==> src/sv/aeu_pkg.sv <==
// Shared types, codes and constants for the multi-turn encoder unwrap block.
// No dependencies; imported by every module of the block.
`timescale 1ns / 1ps

package aeu_pkg;

  // Sensor resolution and field widths
  localparam int unsigned RAW_W    = 12;
  localparam int unsigned CPR_W    = 13;
  localparam int unsigned NOISE_W  = 12;
  localparam int unsigned TOTAL_W  = 32;
  localparam int unsigned DELTA_W  = 14;
  localparam int unsigned CFG_IDX_W  = 2;
  localparam int unsigned CFG_DATA_W = 13;

  localparam logic [CPR_W-1:0]   CPR_DEFAULT   = 13'd4096;
  localparam logic [CPR_W-1:0]   WRAP_DEFAULT  = 13'd2048;
  localparam logic [NOISE_W-1:0] NOISE_DEFAULT = 12'd1;

  // Stream widths: tdata rounded up to whole bytes
  localparam int unsigned IN_DATA_W  = 48;  // raw_angle(12) + new_zero(32) + pad
  localparam int unsigned IN_USER_W  = 3;   // op(2) + read_ok(1)
  localparam int unsigned OUT_DATA_W = 64;  // total(32) + delta(14) + raw(12) + pad
  localparam int unsigned OUT_USER_W = 2;   // reading_ok + reference_valid

  // Operation codes
  typedef enum logic [1:0] {
    OP_UPDATE = 2'd0,
    OP_RESET  = 2'd1,
    OP_ZERO   = 2'd2,
    OP_NONE   = 2'd3
  } op_t;

  // Configuration register indexes
  typedef enum logic [CFG_IDX_W-1:0] {
    CFG_COUNTS_PER_REV  = 2'd0,
    CFG_WRAP_THRESHOLD  = 2'd1,
    CFG_NOISE_THRESHOLD = 2'd2,
    CFG_UNUSED          = 2'd3
  } cfg_idx_t;

  typedef struct packed {
    op_t                       op;
    logic [RAW_W-1:0]          raw_angle;
    logic                      read_ok;
    logic signed [TOTAL_W-1:0] new_zero;
  } item_t;

  typedef struct packed {
    logic signed [TOTAL_W-1:0] total_count;
    logic signed [DELTA_W-1:0] last_delta;
    logic                      reading_ok;
    logic                      reference_valid;
    logic [RAW_W-1:0]          latest_raw;
  } result_t;

endpackage

==> src/sv/aeu_in_stage.sv <==
// Input register stage: captures one transaction from the slave side.
// Depends on aeu_pkg.
`timescale 1ns / 1ps

module aeu_in_stage (
  input  logic                            clk,
  input  logic                            rst,
  input  logic                            in_valid,
  output logic                            in_ready,
  input  aeu_pkg::item_t                  in_item,
  output logic                            held_valid,
  output aeu_pkg::item_t                  held_item,
  input  logic                            take
);
  import aeu_pkg::*;

  // Stage can load when empty or when its item leaves this cycle
  assign in_ready = !held_valid || take;

  always_ff @(posedge clk) begin
    if (rst) begin
      held_valid <= 1'b0;
    end else if (in_valid && in_ready) begin
      held_valid <= 1'b1;
    end else if (take) begin
      held_valid <= 1'b0;
    end
  end

  always_ff @(posedge clk) begin
    if (in_valid && in_ready) begin
      held_item <= in_item;
    end
  end

endmodule

==> src/sv/aeu_core.sv <==
// Unwrap and accumulate: configuration registers, tracking state and the
// combinational update for one item. Depends on aeu_pkg.
`timescale 1ns / 1ps

module aeu_core (
  input  logic                              clk,
  input  logic                              rst,
  input  logic                              cfg_we,
  input  logic [aeu_pkg::CFG_IDX_W-1:0]     cfg_index,
  input  logic [aeu_pkg::CFG_DATA_W-1:0]    cfg_data,
  input  logic                              take,
  input  aeu_pkg::item_t                    item,
  output aeu_pkg::result_t                  result
);
  import aeu_pkg::*;

  logic [CPR_W-1:0]          counts_per_rev;
  logic [CPR_W-1:0]          wrap_threshold;
  logic [NOISE_W-1:0]        noise_threshold;

  logic [TOTAL_W-1:0]        total_counts, total_counts_next;
  logic [RAW_W-1:0]          reference_raw, reference_raw_next;
  logic [RAW_W-1:0]          latest_sample, latest_sample_next;
  logic signed [DELTA_W-1:0] delta_seen, delta_seen_next;
  logic                      have_reference, have_reference_next;
  logic                      read_succeeded, read_succeeded_next;

  logic [CPR_W-1:0]          eff_cpr;
  logic [CPR_W-1:0]          eff_wrap;
  logic signed [DELTA_W:0]   diff;
  logic signed [DELTA_W:0]   wrap_s;
  logic signed [DELTA_W:0]   cpr_s;
  logic signed [DELTA_W:0]   unwrapped;
  logic [DELTA_W:0]          mag;
  logic                      big_enough;

  // Configuration writes
  always_ff @(posedge clk) begin
    if (rst) begin
      counts_per_rev  <= CPR_DEFAULT;
      wrap_threshold  <= WRAP_DEFAULT;
      noise_threshold <= NOISE_DEFAULT;
    end else if (cfg_we) begin
      unique case (cfg_idx_t'(cfg_index))
        CFG_COUNTS_PER_REV:  counts_per_rev  <= cfg_data;
        CFG_WRAP_THRESHOLD:  wrap_threshold  <= cfg_data;
        CFG_NOISE_THRESHOLD: noise_threshold <= cfg_data[NOISE_W-1:0];
        default: ;
      endcase
    end
  end

  // Effective revolution size and rollover threshold
  always_comb begin
    if (counts_per_rev == '0 || counts_per_rev > CPR_DEFAULT) begin
      eff_cpr = CPR_DEFAULT;
    end else begin
      eff_cpr = counts_per_rev;
    end
    if (wrap_threshold != '0 && wrap_threshold < eff_cpr) begin
      eff_wrap = wrap_threshold;
    end else begin
      eff_wrap = eff_cpr >> 1;
    end
  end

  // Delta from the reference, corrected by one revolution past the threshold
  always_comb begin
    diff   = $signed({3'b000, item.raw_angle}) - $signed({3'b000, reference_raw});
    wrap_s = $signed({2'b00, eff_wrap});
    cpr_s  = $signed({2'b00, eff_cpr});
    if (diff > wrap_s) begin
      unwrapped = diff - cpr_s;
    end else if (diff < -wrap_s) begin
      unwrapped = diff + cpr_s;
    end else begin
      unwrapped = diff;
    end
    mag        = unwrapped[DELTA_W] ? (DELTA_W+1)'(0) - unwrapped : unwrapped;
    big_enough = mag >= {3'b000, noise_threshold};
  end

  // Next state for the item in hand
  always_comb begin
    total_counts_next   = total_counts;
    reference_raw_next  = reference_raw;
    latest_sample_next  = latest_sample;
    delta_seen_next     = delta_seen;
    have_reference_next = have_reference;
    read_succeeded_next = read_succeeded;
    case (item.op)
      OP_UPDATE: begin
        if (!item.read_ok) begin
          read_succeeded_next = 1'b0;
          delta_seen_next     = '0;
        end else begin
          latest_sample_next  = item.raw_angle;
          read_succeeded_next = 1'b1;
          if (!have_reference) begin
            reference_raw_next  = item.raw_angle;
            delta_seen_next     = '0;
            have_reference_next = 1'b1;
          end else begin
            delta_seen_next = unwrapped[DELTA_W-1:0];
            if (big_enough) begin
              total_counts_next  = total_counts
                                 + {{(TOTAL_W-DELTA_W){unwrapped[DELTA_W-1]}},
                                    unwrapped[DELTA_W-1:0]};
              reference_raw_next = item.raw_angle;
            end
          end
        end
      end
      OP_RESET, OP_ZERO: begin
        total_counts_next   = item.new_zero;
        reference_raw_next  = '0;
        latest_sample_next  = '0;
        delta_seen_next     = '0;
        have_reference_next = 1'b0;
        read_succeeded_next = 1'b0;
        if (item.op == OP_ZERO && item.read_ok) begin
          reference_raw_next  = item.raw_angle;
          latest_sample_next  = item.raw_angle;
          have_reference_next = 1'b1;
          read_succeeded_next = 1'b1;
        end
      end
      default: ;
    endcase
  end

  always_ff @(posedge clk) begin
    if (rst) begin
      total_counts   <= '0;
      reference_raw  <= '0;
      latest_sample  <= '0;
      delta_seen     <= '0;
      have_reference <= 1'b0;
      read_succeeded <= 1'b0;
    end else if (take) begin
      total_counts   <= total_counts_next;
      reference_raw  <= reference_raw_next;
      latest_sample  <= latest_sample_next;
      delta_seen     <= delta_seen_next;
      have_reference <= have_reference_next;
      read_succeeded <= read_succeeded_next;
    end
  end

  // Result shows the state after this item
  always_comb begin
    result.total_count     = total_counts_next;
    result.last_delta      = delta_seen_next;
    result.reading_ok      = read_succeeded_next;
    result.reference_valid = have_reference_next;
    result.latest_raw      = latest_sample_next;
  end

endmodule

==> src/sv/aeu_out_skid.sv <==
// Result register with a skid slot, so the core keeps going for one extra
// transaction while the master side stalls. Depends on aeu_pkg.
`timescale 1ns / 1ps

module aeu_out_skid (
  input  logic              clk,
  input  logic              rst,
  input  logic              in_valid,
  output logic              in_ready,
  input  aeu_pkg::result_t  in_result,
  output logic              out_valid,
  input  logic              out_ready,
  output aeu_pkg::result_t  out_result
);
  import aeu_pkg::*;

  logic    skid_valid;
  result_t skid_result;
  logic    out_free;

  assign in_ready = !skid_valid;
  assign out_free = !out_valid || out_ready;

  // Control
  always_ff @(posedge clk) begin
    if (rst) begin
      out_valid  <= 1'b0;
      skid_valid <= 1'b0;
    end else if (out_free) begin
      if (skid_valid) begin
        out_valid  <= 1'b1;
        skid_valid <= 1'b0;
      end else begin
        out_valid <= in_valid;
      end
    end else if (in_valid && in_ready) begin
      skid_valid <= 1'b1;
    end
  end

  // Payload
  always_ff @(posedge clk) begin
    if (out_free) begin
      if (skid_valid) begin
        out_result <= skid_result;
      end else if (in_valid) begin
        out_result <= in_result;
      end
    end else if (in_valid && in_ready) begin
      skid_result <= in_result;
    end
  end

endmodule

==> src/sv/absolute_encoder_unwrap_accumulator_top.sv <==
// Top level of the multi-turn absolute encoder unwrap accumulator.
// Depends on aeu_pkg, aeu_in_stage, aeu_core and aeu_out_skid.
//
//   Channel   Direction  Handshake              Contents
//   s_axis    in         tvalid/tready          one sample with op code
//   m_axis    out        tvalid/tready          one result per sample
//   cfg       in         cfg_we (no wait)       counts/rev, wrap and noise thresholds
//
// One transaction per clock is accepted and one result per clock is produced while
// the master side does not stall. The sample sits in the input register while the
// unwrap/accumulate logic settles, and its result is registered into the result
// register, or into the skid slot while the master side stalls, for m_axis.
// A master-side stall is absorbed by a one-entry skid slot; s_axis_tready drops
// only when the input register, the result register and the skid slot are all
// full, and after such a stall the core waits while the skid slot empties first.
// rst is synchronous; it restores the register defaults and clears the tracking state and all valid flags.
`timescale 1ns / 1ps

module absolute_encoder_unwrap_accumulator_top (
  input  logic                                clk,
  input  logic                                rst,
  input  logic                                s_axis_tvalid,
  output logic                                s_axis_tready,
  input  logic [aeu_pkg::IN_DATA_W-1:0]       s_axis_tdata,  // raw_angle, new_zero
  input  logic [aeu_pkg::IN_USER_W-1:0]       s_axis_tuser,  // op, read_ok
  output logic                                m_axis_tvalid,
  input  logic                                m_axis_tready,
  // total_count, last_delta, latest_raw
  output logic [aeu_pkg::OUT_DATA_W-1:0]      m_axis_tdata,
  output logic [aeu_pkg::OUT_USER_W-1:0]      m_axis_tuser,  // reading_ok, reference_valid
  input  logic                                cfg_we,
  input  logic [aeu_pkg::CFG_IDX_W-1:0]       cfg_index,
  input  logic [aeu_pkg::CFG_DATA_W-1:0]      cfg_data
);
  import aeu_pkg::*;

  item_t   in_item;
  item_t   held_item;
  logic    held_valid;
  logic    take;
  logic    skid_ready;
  result_t core_result;
  result_t out_result;

  // Unpack the slave-side transaction
  always_comb begin
    in_item.op        = op_t'(s_axis_tuser[1:0]);
    in_item.read_ok   = s_axis_tuser[2];
    in_item.raw_angle = s_axis_tdata[11:0];
    in_item.new_zero  = s_axis_tdata[43:12];
  end

  assign take = held_valid && skid_ready;

  aeu_in_stage u_in_stage (
    .clk        (clk),
    .rst        (rst),
    .in_valid   (s_axis_tvalid),
    .in_ready   (s_axis_tready),
    .in_item    (in_item),
    .held_valid (held_valid),
    .held_item  (held_item),
    .take       (take)
  );

  aeu_core u_core (
    .clk       (clk),
    .rst       (rst),
    .cfg_we    (cfg_we),
    .cfg_index (cfg_index),
    .cfg_data  (cfg_data),
    .take      (take),
    .item      (held_item),
    .result    (core_result)
  );

  aeu_out_skid u_out_skid (
    .clk        (clk),
    .rst        (rst),
    .in_valid   (held_valid),
    .in_ready   (skid_ready),
    .in_result  (core_result),
    .out_valid  (m_axis_tvalid),
    .out_ready  (m_axis_tready),
    .out_result (out_result)
  );

  // Pack the master-side transaction
  always_comb begin
    m_axis_tdata        = '0;
    m_axis_tdata[31:0]  = out_result.total_count;
    m_axis_tdata[45:32] = out_result.last_delta;
    m_axis_tdata[57:46] = out_result.latest_raw;
    m_axis_tuser[0]     = out_result.reading_ok;
    m_axis_tuser[1]     = out_result.reference_valid;
  end

endmodule

==> config.mk <==
export PLATFORM = sky130hd
export DESIGN_NAME = absolute_encoder_unwrap_accumulator_top
export DESIGN_NICKNAME = d
export VERILOG_FILES = /design/src/sv/aeu_pkg.sv /design/src/sv/aeu_in_stage.sv /design/src/sv/aeu_core.sv /design/src/sv/aeu_out_skid.sv /design/src/sv/absolute_encoder_unwrap_accumulator_top.sv
export SDC_FILE = /design/constraint.sdc
export NUM_CORES = 1
export LEC_CHECK = 0
export BUFFER_PORTS_ARGS = -buffer_cell sky130_fd_sc_hd__buf_2
export CAP_MARGIN = 20
export CORE_ASPECT_RATIO = 1.25
export CORE_MARGIN = 2
export CORE_UTILIZATION = 28
export DETAILED_ROUTE_END_ITERATION = 7
export PLACE_DENSITY = 0.45
export SLEW_MARGIN = 20
export SYNTH_ARGS = -nofsm -noshare
export SYNTH_HDL_FRONTEND = slang
export SYNTH_SLANG_ARGS = --single-unit
==> constraint.sdc <==
create_clock -name clk -period 10.5 [get_ports clk]
set_clock_uncertainty 0.1 [all_clocks]
set_input_delay 2.1 -clock clk [delete_from_list [all_inputs] [get_ports clk]]
set_output_delay 2.1 -clock clk [all_outputs]
set_load 0.03 [all_outputs]
; Word level (Yosys, flattened, before mapping)
; Index checks and enable logic that the tools add are counted.
[totals]
out_inout_bits = 68
inputBits = 71
regBits = 280
word_cells = 98
[classes]
addsub = 6
n_mux = 29
n_eq_ne = 6
n_bitwise = 1
order_cmp = 5
n_reduce_logical = 25
[op_table]
columns = cell, n
row1 = two-way mux 60 bit, 2
row2 = two-way mux 32 bit, 3
row3 = one-hot mux 32 bit (2 select lines), 1
row4 = two-way mux 12 bit, 5
row5 = one-hot mux 12 bit (2 select lines), 2
row6 = two-way mux 15 bit, 3
row7 = adder 32 bit, 1
row8 = two-way mux 14 bit, 2
row9 = one-hot mux 14 bit (2 select lines), 1
row10 = two-way mux 13 bit, 2
row11 = adder 15 x 14 -> 15 bit, 1
row12 = greater-or-equal comparator 15 x 12 -> 1 bit, 1
row13 = > comparator 15 x 14 -> 1 bit, 1
row14 = < comparator 15 bit, 1
row15 = negation 13 -> 15 bit, 1
row16 = "subtractor 1 x 15 -> 15 bit, first input constant", 1
row17 = subtractor 15 x 14 -> 15 bit, 1
row18 = "> comparator 13 bit, second input constant", 1
row19 = logical NOT 13 bit, 1
row20 = < comparator 13 bit, 1
row21 = nonzero test 13 bit, 1
row22 = subtractor 12 x 12 -> 13 bit, 1
row23 = AND reduction 2 bit, 5
row24 = two-way mux 1 bit, 6
row25 = 13 further kinds, 27

; Longest topological paths before layout
[depth]
word_depth = 19
ltp_mapped = 41
ltp_nobuf = 38

; Hierarchy
; A second synthesis with hierarchy kept.
[hier_totals]
hier_cells = 1714
hier_area_um2 = 17389.2
[modules_own_cells]
columns = module, cells_each, area_each_um2, seq_area_each_um2, n_inst
row1 = aeu_core, 1458, 11173.2, 2202.1, 1
row2 = aeu_out_skid, 196, 4694.5, 3643.5, 1
row3 = aeu_in_stage, 52, 1466.4, 1431.4, 1
row4 = absolute_encoder_unwrap_accumulator_top, 8, 55.1, 0.0, 1

; Worst setup path before layout
; No wires, ideal clock.
[synth_timing]
path_type = flip-flop to flip-flop
start = register u_core.counts_per_rev[3]
end = register u_out_skid.out_result[58] (netlist name)
n_path_buf = 2
path_stages_with_launch = 35
period_less_slack_ps = 8343
path_slack_ps = 2157
t_required_ps = 10141
t_arrival_ps = 7984
setup_ps = 259
cell_sequence = dfxtp_1 -> nor4_1 -> a31o_2 -> inv_1 -> ha_1 -> nand4_1 -> nor2_1 -> nand2_1 -> o221ai_1 -> clkbuf_1 -> mux2i_1 -> nand3_1 -> nor2_1 -> xnor2_1 -> ha_1 -> and4_1 -> a31oi_1 -> a2111o_1 -> o21ai_1 -> buf_2 -> a211oi_1 -> a211oi_2 -> ha_1 -> a211oi_1 -> nand2_1 -> nor4_1 -> and3_1 -> nor2_1 -> a41o_1 -> a211oi_1 -> o21bai_1 -> a21oi_1 -> xnor2_1 -> a32o_1 -> a211o_1
[synth_between]
elab_chain_cells = 19
elab_cells_between_ends = 24
cone_classes = add/sub: 5 / order compare: 5 / mux: 11 / reduce/logical: 3
[synth_lines]
columns = element, line_no
row1 = from (decl), aeu_core.sv:17  ; logic [CPR_W-1:0] counts_per_rev;
row2 = from (signal assigned), aeu_core.sv:45  ; CFG_COUNTS_PER_REV: counts_per_rev <= cfg_data;
row3 = > comparator 13 bit or logical NOT 13 bit (tied branches), aeu_core.sv:55  ; if (counts_per_rev == '0 || counts_per_rev > CPR_DEFAULT) begin
row4 = logical OR 1 bit, aeu_core.sv:55
row5 = two-way mux 13 bit (*), aeu_core.sv:55
row6 = < comparator 13 bit, aeu_core.sv:60  ; if (wrap_threshold != '0 && wrap_threshold < eff_cpr) begin
row7 = logical AND 1 bit, aeu_core.sv:60
row8 = two-way mux 13 bit, aeu_core.sv:60
row9 = negation 13 -> 15 bit, aeu_core.sv:74  ; end else if (diff < -wrap_s) begin
row10 = < comparator 15 bit, aeu_core.sv:74
row11 = (+3 left out), n/a
row12 = two-way mux 15 bit, aeu_core.sv:79  ; mag = unwrapped[DELTA_W] ? (DELTA_W+1)'(0) - unwrapped : unwrapped;
row13 = greater-or-equal comparator 15 x 12 -> 1 bit, aeu_core.sv:80  ; big_enough = mag >= {3'b000, noise_threshold};
row14 = two-way mux 32 bit (*), aeu_core.sv:105  ; if (big_enough) begin
row15 = two-way mux 32 bit (*), aeu_core.sv:99  ; if (!have_reference) begin
row16 = two-way mux 32 bit (*), aeu_core.sv:93  ; if (!item.read_ok) begin
row17 = one-hot mux 32 bit (2 select lines) (*), aeu_core.sv:91  ; case (item.op)
row18 = two-way mux 60 bit (*), aeu_out_skid.sv:46  ; end else if (in_valid) begin
row19 = two-way mux 60 bit (*), aeu_out_skid.sv:44  ; if (skid_valid) begin
; Mark *: on every way between the ends. The rest lies on a longest branch, timed or not. The select of a mux whose other input is x is not followed.
; A chain may end at the register's enable or synchronous reset.

; Worst setup path in the final report
[layout_timing]
start = register u_core.counts_per_rev[0]
end = register u_out_skid.out_result[59] (netlist name)
[layout_between]
elab_chain_cells = 19
elab_cells_between_ends = 24
cone_classes = add/sub: 5 / order compare: 5 / mux: 11 / reduce/logical: 3
[layout_lines]
columns = element, line_no
row1 = > comparator 13 bit or logical NOT 13 bit (tied branches), aeu_core.sv:55
row2 = logical OR 1 bit, aeu_core.sv:55
row3 = two-way mux 13 bit (*), aeu_core.sv:55
row4 = < comparator 13 bit, aeu_core.sv:60
row5 = logical AND 1 bit, aeu_core.sv:60
row6 = two-way mux 13 bit, aeu_core.sv:60
row7 = negation 13 -> 15 bit, aeu_core.sv:74
row8 = < comparator 15 bit, aeu_core.sv:74
row9 = (+3 left out), n/a
row10 = two-way mux 15 bit, aeu_core.sv:79
row11 = greater-or-equal comparator 15 x 12 -> 1 bit, aeu_core.sv:80
row12 = two-way mux 32 bit (*), aeu_core.sv:105
row13 = two-way mux 32 bit (*), aeu_core.sv:99
row14 = two-way mux 32 bit (*), aeu_core.sv:93
row15 = one-hot mux 32 bit (2 select lines) (*), aeu_core.sv:91
row16 = two-way mux 60 bit (*), aeu_out_skid.sv:46
row17 = two-way mux 60 bit (*), aeu_out_skid.sv:44
; Marks and branches as above.

==> impl_results.md <==
* Setup TNS at 0 ps
* Clock latency on the worst-skew pair at between 500 and 600 ps
* Vias/cell at a little over 5
* Tmin final at 9460 ps
* Max incr delay on CP at 700 ps
* Power Dens Cells at ~180 nW/um^2
* Pin count of the biggest net entering global routing at 61
* R2r endpoint: u_out_skid.out_result[59]
* Yosys reg bits at 280
* WL per Instance at 20.6 um
* CTS resizes at 0
* Pleak at slightly above 8 nW
* Vias in the first global route at approximately 15000
* Yosys cell types at 100
* Vias at 14300
* Die Ht at 281 um
* Mean Syn Cell Area at 9.67 sq um
* Fin crit share at 90.1%
* Clock Tree Buf Depth at 3
* Crit Path Category: reg2reg
* Final hold violation count at 0
* Antenna cells at 0
* Largest fanout on the critical path at 20
* Global-route wire length before repair at 87400 um
* Post-Layout Cell Count at 2789
* Ys Warns at 0
* Setup crit start kind: flip-flop
* Most used cell, CP: a21oi_1
* Maximum clock frequency at roughly 0.11 GHz
* Final setup vio count at 0
* Fraction of layout cells with a size suffix above 1 at 21.1%
* Initial Utilization at between 20% and 30%
* Post-synth EDFFs at 167
* Worst r2r src: u_core.counts_per_rev[0]
* Hold Crit Class: reg2reg
* Synthesized area at about 17000 sq um
* Reg2reg path depth at 39
* # IOs at 139
* Clk sinks at 280
* Die X at 226 um
* # DRC at 0
* Cts hold-fix bufs at 0
* VDD IR max at 0.0746 mV
* Grt total ovfl at 0
* 1st-pass router iterations at 5
* Sequential area share after synthesis at approximately 42%
* Slew margin rel. at roughly 33%
* Final Slew Violations at 0
* RSZ-0062 raised after global routing: no
* Post-CTS setup buffer count at 0
* Row cnt at ~100
* CTS Root Cell: clkbuf_16
* Area grow syn2layout at 19.8%
* Worst slew pin tran at around 1000 ps
* CP Capture Type: flip-flop
* Gate Count Post-Synth at around 1800
* Total track usage at between 15 and 20%
* Reg-to-reg slack, setup at 1040 ps
* 1st-iter DRT viols at between 800 and 900
* Status: complete, no violations
* CP endpoint: u_out_skid.out_result[59]
* Slowest cell on crit path: o221ai_1
* Buffers on Ports at roughly 130
* Inserted Clock Buffers at 34
* Worst Path Arrival at 9700 ps
* Clock transition at path regs at roughly 60 ps
* Final nets at 2195
* Final ANT Viol Nets at 0
* TritonCTS clock tree: done
* Top_reg_cell synth: edfxtp_1
* Worst Path Required at approximately 11000 ps
* Routed wire length at 57500 um
* Core ar. at 60700 sq um
* Dpl cells at between 2000 and 3000
* H-tree Lvls at 2
* Asr flop ratio synth at 0%
* Max_cap viols at 0
* Die area at 63400 sq um
* GP Congestion at about 0.87
* Initial antenna violation count at 0
* Crit path launch: u_core.counts_per_rev[0]
* Detail Placement HPWL at 42500 um
cell usage in the layout, fill, tap and decap left out, types with 10 or more instances in the layout:
cell type,Yosys,final
buf_4,7,127
mux2i_1,26,26
buf_2,12,128
nor2_1,137,135
nor2b_1,15,13
o311ai_2,11,11
ha_1,128,128
a211oi_1,17,17
nand2b_1,23,23
xor2_1,21,21
or3_1,10,10
inv_1,94,93
and3_1,11,11
xnor2_1,43,43
and2_1,12,11
a21o_1,34,34
a21oi_1,134,133
clkbuf_16,0,35
o21ai_0,54,54
o21bai_1,14,14
edfxtp_1,167,167
a22o_1,23,23
o211ai_1,14,14
nand3_1,35,35
nand4_1,20,20
a221oi_1,10,10
o31ai_1,18,18
dfxtp_1,113,113
nor3_1,52,52
nand2_1,209,208
mux2_2,49,49
o21a_1,21,20
cell families (layout without fill, tap and decap cells):
| kind of cell | Yosys count | after routing | synth area share (%) |
|---|---|---|---|
| AOI/OAI and AO/OA | 469 | 469 | 19.7 |
| xor gates and xnor gates | 64 | 64 | 3.26 |
| adders and majority gates | 132 | 132 | 9.79 |
| buffers and inverters | 184 | 419 | 4.48 |
| DFF | 280 | 280 | 42.4 |
| muxes | 75 | 75 | 4.73 |
| other | 1 | 6 | 0.0218 |
| and+or+nand+nor | 572 | 572 | 15.7 |
report_power, final:
part	internal (W)	switching [W]	leakage [nW]
logic	0.000551	0.000808	5.23
registers	0.00122	0.0000308	2.51
clock network	0.000704	0.000483	0.548
per-stage QoR:
stage | area [sq um] | utilization, % | hold slack (ps) | total power, W | setup WS (ps)
detailed placement | 19500 | 32.1 | 352 | 0.00263 | 1070
finish | 20600 | 33.9 | 358 | 0.00380 | 1040
floorplan | 17200 | - | 335 | 0.00213 | 2160
global route | 20600 | 33.9 | 371 | 0.00402 | 134
CTS | 20600 | 33.9 | 360 | 0.00385 | 1030
global placement | 19500 | 32.1 | 343 | 0.00262 | 1140
synth_stat cells (all sizes together), types with 26 or more instances:
| library cell | count | share of area [%] |
|---|---|---|
| a21o | 34 | 1.5 |
| a21oi | 135 | 4.0 |
| buf | 30 | 1.1 |
| clkbuf | 55 | 1.2 |
| dfxtp | 113 | 13 |
| edfxtp | 167 | 29 |
| ha | 128 | 9.3 |
| inv | 96 | 2.1 |
| mux2 | 49 | 3.2 |
| mux2i | 26 | 1.5 |
| nand2 | 209 | 4.6 |
| nand3 | 37 | 1.1 |
| nor2 | 138 | 3.0 |
| nor3 | 54 | 1.6 |
| o21ai | 61 | 1.8 |
| xnor2 | 43 | 2.2 |
final cells by class:
cell class | instances | area, sq um
Fill cell | 6217 | 40100
Multi-Input combinational cell | 1318 | 9190
Sequential cell | 280 | 7280
Timing Repair Buffer | 259 | 1670
Clock buffer | 47 | 981
Tap cell | 772 | 966
Inverter | 99 | 372
Clock inverter | 14 | 131
flip-flops by register name, indices dropped and copies added (netlist names):
name                    flops
u_out_skid.skid_valid       1
u_in_stage.held_valid       1
u_core.latest_sample       12
u_out_skid.skid_result     60
u_core.total_counts        32
u_core.counts_per_rev      13
u_core.wrap_threshold      13
u_out_skid.out_valid        1
u_out_skid.out_result      60
u_core.noise_threshold     12
u_core.delta_seen          14
u_in_stage.held_item       47
u_core.reference_raw       12
u_core.read_succeeded       1
u_core.have_reference       1
routing by layer:
layer  GRT usage, %  part of all wire (%)  up-vias  wire (um)
met5              0                     0        -          0
met4           7.17                   3.7        0       2120
met3           2.52                   4.1      101       2360
met2           32.5                    50      331      28700
met1           21.7                    42     6906      24400
li1               -                     -     6946          -
critical path, delay by kind of cell (launching register included):
family | cells | cell delay [ps]
buffers and inverters | 3 | 520
AO/OA/AOI/OAI | 19 | 4760
flip-flops | 1 | 320
adder cells (fa/ha/maj) | 4 | 1190
multiplexers | 1 | 450
AND/OR/NAND/NOR | 10 | 1610
XOR/XNOR | 2 | 290
worst min-delay path by stage:
stage	cells after the start	slack (ps)	end	startpoint
after floorplan	2	330	u_core.reference_raw[10]	u_core.reference_raw[10]
after global placement	2	340	u_core.reference_raw[2]	u_core.reference_raw[2]
after detailed placement	2	350	u_core.noise_threshold[2]	u_core.noise_threshold[2]
after CTS	2	360	u_core.noise_threshold[2]	u_core.noise_threshold[2]
after global routing	2	370	u_core.reference_raw[10]	u_core.reference_raw[10]
final	2	360	u_core.reference_raw[7]	u_core.reference_raw[7]
No activity file was read; power rests on OpenSTA's default activity.
